## src/rtl/core/rrf_pkg.sv

```systemverilog
// Shared types and constants of the request framer.
`timescale 1ns / 1ps

package rrf_pkg;

    // Width of the count and length digit accumulator.
    localparam int unsigned LEN_BITS = 32;

    localparam logic [7:0] CH_STAR   = 8'h2A;
    localparam logic [7:0] CH_DOLLAR = 8'h24;
    localparam logic [7:0] CH_CR     = 8'h0D;
    localparam logic [7:0] CH_LF     = 8'h0A;
    localparam logic [7:0] CH_ZERO   = 8'h30;
    localparam logic [7:0] CH_NINE   = 8'h39;

    typedef enum logic [1:0] {
        ST_MORE = 2'd0,
        ST_DONE = 2'd1,
        ST_ERR  = 2'd2
    } status_t;

    typedef enum logic [8:0] {
        PH_COUNT_START  = 9'b000000001,
        PH_COUNT_DIGITS = 9'b000000010,
        PH_COUNT_LF     = 9'b000000100,
        PH_LEN_START    = 9'b000001000,
        PH_LEN_DIGITS   = 9'b000010000,
        PH_LEN_LF       = 9'b000100000,
        PH_CONTENT      = 9'b001000000,
        PH_CONTENT_LF   = 9'b010000000,
        PH_ERROR        = 9'b100000000
    } phase_t;

    typedef struct packed {
        status_t    status;
        logic       content_valid;
        logic [7:0] content_byte;
        logic [7:0] param_index;
        logic       param_end;
    } res_t;

endpackage

```

## src/rtl/core/resp_request_framer.sv

```systemverilog
// Request framer: parses '*'-counted arrays of '$'-length bulk strings, one byte per word.
`timescale 1ns / 1ps

// Takes one request byte per word and returns exactly one result word per byte:
// status (need more, request complete, format error), the content byte with its
// parameter index, and a mark on the CR that closes a parameter. One byte is
// parsed per clock; the parse state, digit accumulator and content counter
// update in the cycle the byte is taken, and the result lands in a two-entry
// output buffer, so a byte can be taken every cycle while results drain, and
// the input stalls only when both buffer entries hold untaken results. Each
// result is registered in the buffer before it reaches the output. Format
// errors stick until reset. The parameter count limit may be written only
// while the framer is idle.
module resp_request_framer
    import rrf_pkg::*;
(
    input  logic       clk,
    input  logic       rst_n,
    input  logic       cfg_valid,
    output logic       cfg_ready,
    input  logic [7:0] cfg_data,
    input  logic       req_valid,
    output logic       req_stall,
    input  logic [7:0] in_byte,
    output logic       rsp_valid,
    input  logic       rsp_stall,
    output logic [1:0] status,
    output logic       content_valid,
    output logic [7:0] content_byte,
    output logic [7:0] param_index,
    output logic       param_end
);

    localparam logic [LEN_BITS-1:0] LEN_MAX = '1;

    logic [7:0]          max_count_reg;
    phase_t              phase_reg, phase_next;
    logic [LEN_BITS-1:0] acc_reg, acc_next;
    logic                seen_reg, seen_next;
    logic [7:0]          count_reg, count_next;
    logic [7:0]          done_reg, done_next;
    logic [LEN_BITS-1:0] remain_reg, remain_next;
    logic                over_reg, over_next;

    res_t head_reg, head_next;
    res_t skid_reg, skid_next;
    logic head_valid_reg, head_valid_next;
    logic skid_valid_reg, skid_valid_next;

    logic                accept;
    logic                pop;
    logic                is_digit;
    logic [3:0]          digit;
    logic [LEN_BITS+3:0] acc_times_ten;
    logic                acc_ovf;
    logic [LEN_BITS-1:0] acc_added;
    res_t                res;

    assign cfg_ready = 1'b1;
    assign req_stall = skid_valid_reg;
    assign accept    = req_valid && !req_stall;
    assign pop       = head_valid_reg && !rsp_stall;

    assign is_digit = (in_byte >= CH_ZERO) && (in_byte <= CH_NINE);
    assign digit    = 4'(in_byte - CH_ZERO);

    // acc * 10 + digit, with the bits above LEN_BITS flagging overflow.
    assign acc_times_ten = {1'b0, acc_reg, 3'b000} + {3'b000, acc_reg, 1'b0}
                           + {{LEN_BITS{1'b0}}, digit};
    assign acc_ovf       = |acc_times_ten[LEN_BITS+3:LEN_BITS];
    assign acc_added     = acc_ovf ? LEN_MAX : acc_times_ten[LEN_BITS-1:0];

    always_comb
    begin
        phase_next  = phase_reg;
        acc_next    = acc_reg;
        seen_next   = seen_reg;
        count_next  = count_reg;
        done_next   = done_reg;
        remain_next = remain_reg;
        over_next   = over_reg;
        res         = '{status: ST_MORE, content_valid: 1'b0, content_byte: 8'd0,
                        param_index: 8'd0, param_end: 1'b0};

        unique case (phase_reg)
            PH_COUNT_START:
            begin
                acc_next  = '0;
                seen_next = 1'b0;
                phase_next = (in_byte == CH_STAR) ? PH_COUNT_DIGITS : PH_ERROR;
            end
            PH_COUNT_DIGITS:
            begin
                if (in_byte == CH_CR)
                begin
                    if (!seen_reg || acc_reg == '0
                        || acc_reg > {{(LEN_BITS-8){1'b0}}, max_count_reg})
                    begin
                        phase_next = PH_ERROR;
                    end
                    else
                    begin
                        count_next = acc_reg[7:0];
                        done_next  = 8'd0;
                        phase_next = PH_COUNT_LF;
                    end
                    acc_next  = '0;
                    seen_next = 1'b0;
                end
                else if (is_digit)
                begin
                    // The count saturates rather than erring on overflow.
                    acc_next  = acc_added;
                    seen_next = 1'b1;
                end
                else
                begin
                    phase_next = PH_ERROR;
                end
            end
            PH_COUNT_LF:
            begin
                phase_next = (in_byte == CH_LF) ? PH_LEN_START : PH_ERROR;
            end
            PH_LEN_START:
            begin
                acc_next  = '0;
                seen_next = 1'b0;
                phase_next = (in_byte == CH_DOLLAR) ? PH_LEN_DIGITS : PH_ERROR;
            end
            PH_LEN_DIGITS:
            begin
                if (in_byte == CH_CR)
                begin
                    if (!seen_reg)
                    begin
                        phase_next = PH_ERROR;
                    end
                    else
                    begin
                        remain_next = acc_reg;
                        phase_next  = PH_LEN_LF;
                    end
                    acc_next  = '0;
                    seen_next = 1'b0;
                end
                else if (is_digit)
                begin
                    acc_next  = acc_added;
                    seen_next = 1'b1;
                    if (acc_ovf)
                    begin
                        phase_next = PH_ERROR;
                    end
                end
                else
                begin
                    phase_next = PH_ERROR;
                end
            end
            PH_LEN_LF:
            begin
                over_next  = 1'b0;
                phase_next = (in_byte == CH_LF) ? PH_CONTENT : PH_ERROR;
            end
            PH_CONTENT:
            begin
                if (in_byte != CH_CR)
                begin
                    res.content_valid = 1'b1;
                    res.content_byte  = in_byte;
                    res.param_index   = done_reg;
                    // Count down the declared length; one byte past it marks overrun.
                    if (remain_reg == '0)
                    begin
                        over_next = 1'b1;
                    end
                    else
                    begin
                        remain_next = remain_reg - LEN_BITS'(1);
                    end
                end
                else if (over_reg)
                begin
                    phase_next = PH_ERROR;
                end
                else
                begin
                    res.param_end   = 1'b1;
                    res.param_index = done_reg;
                    done_next       = done_reg + 8'd1;
                    phase_next      = PH_CONTENT_LF;
                end
            end
            PH_CONTENT_LF:
            begin
                if (in_byte != CH_LF)
                begin
                    phase_next = PH_ERROR;
                end
                else if (done_reg == count_reg)
                begin
                    res.status = ST_DONE;
                    done_next  = 8'd0;
                    count_next = 8'd0;
                    phase_next = PH_COUNT_START;
                end
                else
                begin
                    phase_next = PH_LEN_START;
                end
            end
            default:
            begin
                phase_next = PH_ERROR;
            end
        endcase

        if (phase_next == PH_ERROR)
        begin
            res = '{status: ST_ERR, content_valid: 1'b0, content_byte: 8'd0,
                    param_index: 8'd0, param_end: 1'b0};
        end
    end

    // Two-entry output buffer: head drives the ports, skid catches a result
    // taken while the head is stalled.
    always_comb
    begin
        head_next       = head_reg;
        skid_next       = skid_reg;
        head_valid_next = head_valid_reg;
        skid_valid_next = skid_valid_reg;
        if (pop)
        begin
            if (skid_valid_reg)
            begin
                head_next       = skid_reg;
                skid_valid_next = 1'b0;
            end
            else if (accept)
            begin
                head_next = res;
            end
            else
            begin
                head_valid_next = 1'b0;
            end
        end
        else if (accept)
        begin
            if (head_valid_reg)
            begin
                skid_next       = res;
                skid_valid_next = 1'b1;
            end
            else
            begin
                head_next       = res;
                head_valid_next = 1'b1;
            end
        end
    end

    always_ff @(posedge clk or negedge rst_n)
    begin
        if (!rst_n)
        begin
            max_count_reg  <= 8'd255;
            phase_reg      <= PH_COUNT_START;
            acc_reg        <= '0;
            seen_reg       <= 1'b0;
            count_reg      <= 8'd0;
            done_reg       <= 8'd0;
            remain_reg     <= '0;
            over_reg       <= 1'b0;
            head_valid_reg <= 1'b0;
            skid_valid_reg <= 1'b0;
        end
        else
        begin
            if (cfg_valid && cfg_ready)
            begin
                max_count_reg <= cfg_data;
            end
            if (accept)
            begin
                phase_reg  <= phase_next;
                acc_reg    <= acc_next;
                seen_reg   <= seen_next;
                count_reg  <= count_next;
                done_reg   <= done_next;
                remain_reg <= remain_next;
                over_reg   <= over_next;
            end
            head_valid_reg <= head_valid_next;
            skid_valid_reg <= skid_valid_next;
        end
    end

    always_ff @(posedge clk)
    begin
        head_reg <= head_next;
        skid_reg <= skid_next;
    end

    assign rsp_valid     = head_valid_reg;
    assign status        = head_reg.status;
    assign content_valid = head_reg.content_valid;
    assign content_byte  = head_reg.content_byte;
    assign param_index   = head_reg.param_index;
    assign param_end     = head_reg.param_end;

endmodule

```

## config.mk

```make
export PLATFORM = sky130hd
export DESIGN_NAME = resp_request_framer
export DESIGN_NICKNAME = d
export VERILOG_FILES = /design/src/rtl/core/rrf_pkg.sv /design/src/rtl/core/resp_request_framer.sv
export SDC_FILE = /design/constraint.sdc
export NUM_CORES = 1
export LEC_CHECK = 0
export BUFFER_PORTS_ARGS = -buffer_cell sky130_fd_sc_hd__buf_4
export CELL_PAD_IN_SITES_DETAIL_PLACEMENT = 1
export CELL_PAD_IN_SITES_GLOBAL_PLACEMENT = 2
export CORE_ASPECT_RATIO = 1.5
export CORE_MARGIN = 2
export CORE_UTILIZATION = 36
export CTS_CLUSTER_DIAMETER = 60
export CTS_CLUSTER_SIZE = 8
export DETAILED_ROUTE_END_ITERATION = 10
export PLACE_DENSITY_LB_ADDON = 0.1
export SYNTH_ARGS = -nofsm -noshare
export SYNTH_HDL_FRONTEND = slang
export SYNTH_SLANG_ARGS = --single-unit
```

## constraint.sdc

```tcl
create_clock -name clk -period 3.3 [get_ports clk]
set_input_delay 0.495 -clock clk [delete_from_list [all_inputs] [get_ports clk]]
set_output_delay 0.495 -clock clk [all_outputs]
set_load 0.01 [all_outputs]
```

==> summary.txt <==
WORST HOLD PATH
--------------------------------------------------------------------------------
Type of the tightest min-delay check                                      in2reg

FINISH
--------------------------------------------------------------------------------
Fill cells                                                                 2,940
ANT cells                                                                      0
Final Cell Area                                                       13,300 µm²
Fraction of final layout cells with drive strength greater than 1          31.4%
Number of nets in the finished design                                      1,347
Finished Layout Cells                                                      1,600
Area growth from synthesis to final layout                                 36.9%

GLOBAL ROUTE
--------------------------------------------------------------------------------
Via count of the first global-routing pass                                 9,541
Maximum number of pins on one net before global-route repair                  43
Gr usage total                                                             24.6%
GRT Residual Overflow                                                          0
Number of antenna violations at the first check in global routing              0
Global-route wire length before repair                                 52,700 µm

ROUTING
--------------------------------------------------------------------------------
Routed wire length on met2                                             19,000 µm
Drt total wl                                                           34,700 µm
Initial drt markers                                                          385
Number of nets still failing antenna checks after routing                      0
Routed length per instance                                               21.7 µm
TritonRoute pass-1 iters                                                       5
Routed wl met3                                                            618 µm
Top layer reached by signal wires                                           met4
Wire length on met1                                                    13,700 µm
Ratio of routed vias to standard cells                                      5.62
Count of unresolved DRC violations after routing                               0
Total number of vias                                                       8,999

TIMING
--------------------------------------------------------------------------------
Final period demand of the worst path                                    3.59 ns
Post-route setup slack                                                 -0.291 ns
Smallest hold slack                                                     0.270 ns
Setup Total Neg Slack                                                   -5.53 ns
Slew Limit Headroom                                                        52.1%
Final Hold Fails                                                               0
Upper clock frequency limit                                              278 MHz
Number of slew-limit violations in the final report                            0
Share of the clock period used by the worst path                            109%
RSZ-0062 raised after global routing                                         yes
Setup Viol. Count Final                                                       36
Slew @ Worst Pin                                                        0.712 ns
Final Skew                                                            0.00994 ns

SYNTHESIS
--------------------------------------------------------------------------------
Post-synth top cells                                                nand2_1, o21ai_0, dfrtp_1
Gate Count Post-Synth                                                      1,057
Yosys top cell by area                                                   dfrtp_1
Yosys top cell area share                                                  23.8%
Post-synthesis instance area                                            9690 µm²
Dominant cell by count in the synthesized netlist                        nand2_1
Average cell area after synthesis                                       9.17 µm²
Number of flops mapped to enable cells by yosys                               40
Number of warning messages in the yosys log                                    0
Synth cell types                                                              92
Fraction of the yosys area taken by sequential cells                       38.6%
Top cells by area, synth                                            dfrtp_1, edfxtp_1, ha_1
Number of register bits inferred by synthesis                                141
Async set-or-reset flop fraction in the synthesized netlist                71.6%
Number of nets produced by synthesis                                       1,154
Flip-flop cell with the highest count after synthesis                    dfrtp_1

FLOW RUN
--------------------------------------------------------------------------------
# Max-Cap Violations                                                           0

CRITICAL PATH
--------------------------------------------------------------------------------
Type of the worst setup path                                             reg2reg
Worst Path Required                                                      3.62 ns
Critical path cell sequence                                         buf_6 -> ha_4 -> ha_4 -> nand4_1 -> nor4b_2 -> buf_4 -> a21oi_2 -> buf_6 -> a21oi_4 -> a31oi_2 -> xor2_1 -> o21ai_2 -> buf_12 -> buf_4 -> buf_12 -> nor4_4 -> o21ai_1
CP Capture Type                                                         register
Peak fanout along the critical path                                            8
Cell at the slowest stage of the critical path                           dfrtp_2
Max incr delay on CP                                                     0.46 ns
Data arrival time of the worst path                                      3.91 ns
Element type at the critical path start                                 register

CLOCKING
--------------------------------------------------------------------------------
Clock-pin slew on the worst setup and hold paths                         0.06 ns
CTS root buf                                                           clkbuf_16
Deepest level of the CTS H-tree                                                4
Clock insertion delay at the later pin of the skew report                0.45 ns
Total clock buffers created by CTS                                            17
Count of clock tree sinks                                                    141
CTS tree                                                                   built
Max Root-Sink Buffers                                                          2

PLACE
--------------------------------------------------------------------------------
Total instance count after detailed placement                              1,526
Post-detail-place hpwl                                                 24,900 µm
Placer's final routability congestion estimate                             0.814
Post-placement worst setup slack                                       -0.665 ns
Post-Place Cell Area                                                  11,300 µm²
Input/output buffers                                                          42

FLOORPLANNING
--------------------------------------------------------------------------------
Floorplan die width                                                       138 µm
Die height                                                                205 µm
Standard cell core area                                               26,500 µm²
Boundary pin count                                                            44
Area of the die                                                       28,300 µm²
Initial Utilization                                                        36.6%
Row cnt                                                                       73

POWER
--------------------------------------------------------------------------------
Peak supply drop                                                          332 µV
Pwr Density                                                           373 nW/µm²
Static power due to leakage                                              5.93 nW

OUTCOME
--------------------------------------------------------------------------------
Run status                                                          finished with violations
Failing checks                                                      negative setup slack

## critical path: cells and delay by family, from the launching register on
family	cells	cell delay, ns
adders and majority gates	2	0.47
AOI/OAI and AO/OA	5	0.55
buffers and inverters	6	0.89
DFF	1	0.46
xor gates and xnor gates	1	0.21
and+or+nand+nor	3	0.86
## layout make-up
type / count / area (µm²) / area share (%)
sequential: 141 / 3740 / 28.2
inverter: 42 / 158 / 1.19
tap: 337 / 422 / 3.18
timing repair buffer: 223 / 2030 / 15.3
clock inverter: 13 / 191 / 1.44
clock buffer: 19 / 433 / 3.26
multi-input combinational: 825 / 6300 / 47.4
## kinds of logic after synthesis
family,count (synthesis),synth area share (%)
and+or+nand+nor,385,21.9
buffers and inverters,92,4.27
DFF,141,38.6
other,1,0.0387
xor gates and xnor gates,36,3.25
AOI/OAI and AO/OA,305,19.6
adders and majority gates,76,9.97
muxes,21,2.43
## metrics by stage
step | total power [W] | utilization (%)
2_1_floorplan | 0.00246 | -
3_3_place_gp | 0.00280 | 42.8
3_5_place_dp | 0.00282 | 42.8
4_1_cts | 0.00496 | 48.2
5_1_grt | 0.00516 | 50.1
6_report | 0.00495 | 50.1
## placed cells by master (no fill, tap or decap), types with 7 or more instances in the layout
cell,synthesis,routed
o21ai_0,94,74
a31oi_1,9,8
buf_12,0,15
o21ai_1,16,33
nor4_1,51,23
or3_1,9,9
inv_1,40,37
ha_4,0,11
nand4_1,9,9
nor3_1,30,28
a21oi_1,73,67
o22ai_1,11,11
nand3_1,16,16
buf_6,5,8
and3_1,13,13
dfrtp_1,92,91
dfstp_2,9,9
nor4_4,4,30
xor2_1,18,18
nand2_1,112,111
o21a_1,8,7
a21o_1,17,17
ha_1,74,63
nand2b_1,13,11
o211ai_1,10,10
a31o_2,10,10
nor2_1,52,50
mux2_2,20,20
nor2b_1,17,17
buf_4,4,191
clkbuf_16,0,22
and2_1,18,18
xnor2_1,18,16
edfxtp_1,40,40
## repair_timing
item	in CTS	in global routing
hold buffers	1	0
setup buffers	18	16
gates cloned	2	7
resized for setup	114	38
hold endpoints to repair	19	0
pin swaps	30	23
setup endpoints to repair	36	38
## per-layer routing
metal	up-vias	global-route usage (%)
met3	66	2.82
met4	0	10.5
met1	4482	26.6
li1	4323	-
met5	-	0
met2	128	47.2
## worst paths after layout
check / from / end / slack, ns / cells past startpoint
min: cfg_data[6] / max_count_reg[6] / 0.27 / 3
max reg2reg: acc_reg[12] / acc_reg[28] / -0.29 / 17
min in group asynchronous: rst_n / done_reg[5] / 0.54 / 2
max: acc_reg[12] / acc_reg[28] / -0.29 / 17
min reg2reg: remain_reg[9] / remain_reg[9] / 0.49 / 1
max in group asynchronous: rst_n / phase_reg[0] / 1.91 / 3
## power breakdown
| part | total (W) | switching, W | internal [W] |
|---|---|---|---|
| Clock | 0.00209 | 0.000820 | 0.00127 |
| Combinational | 0.000785 | 0.000419 | 0.000365 |
| Sequential | 0.00207 | 0.0000888 | 0.00198 |
No activity file was read; power rests on OpenSTA's default activity.
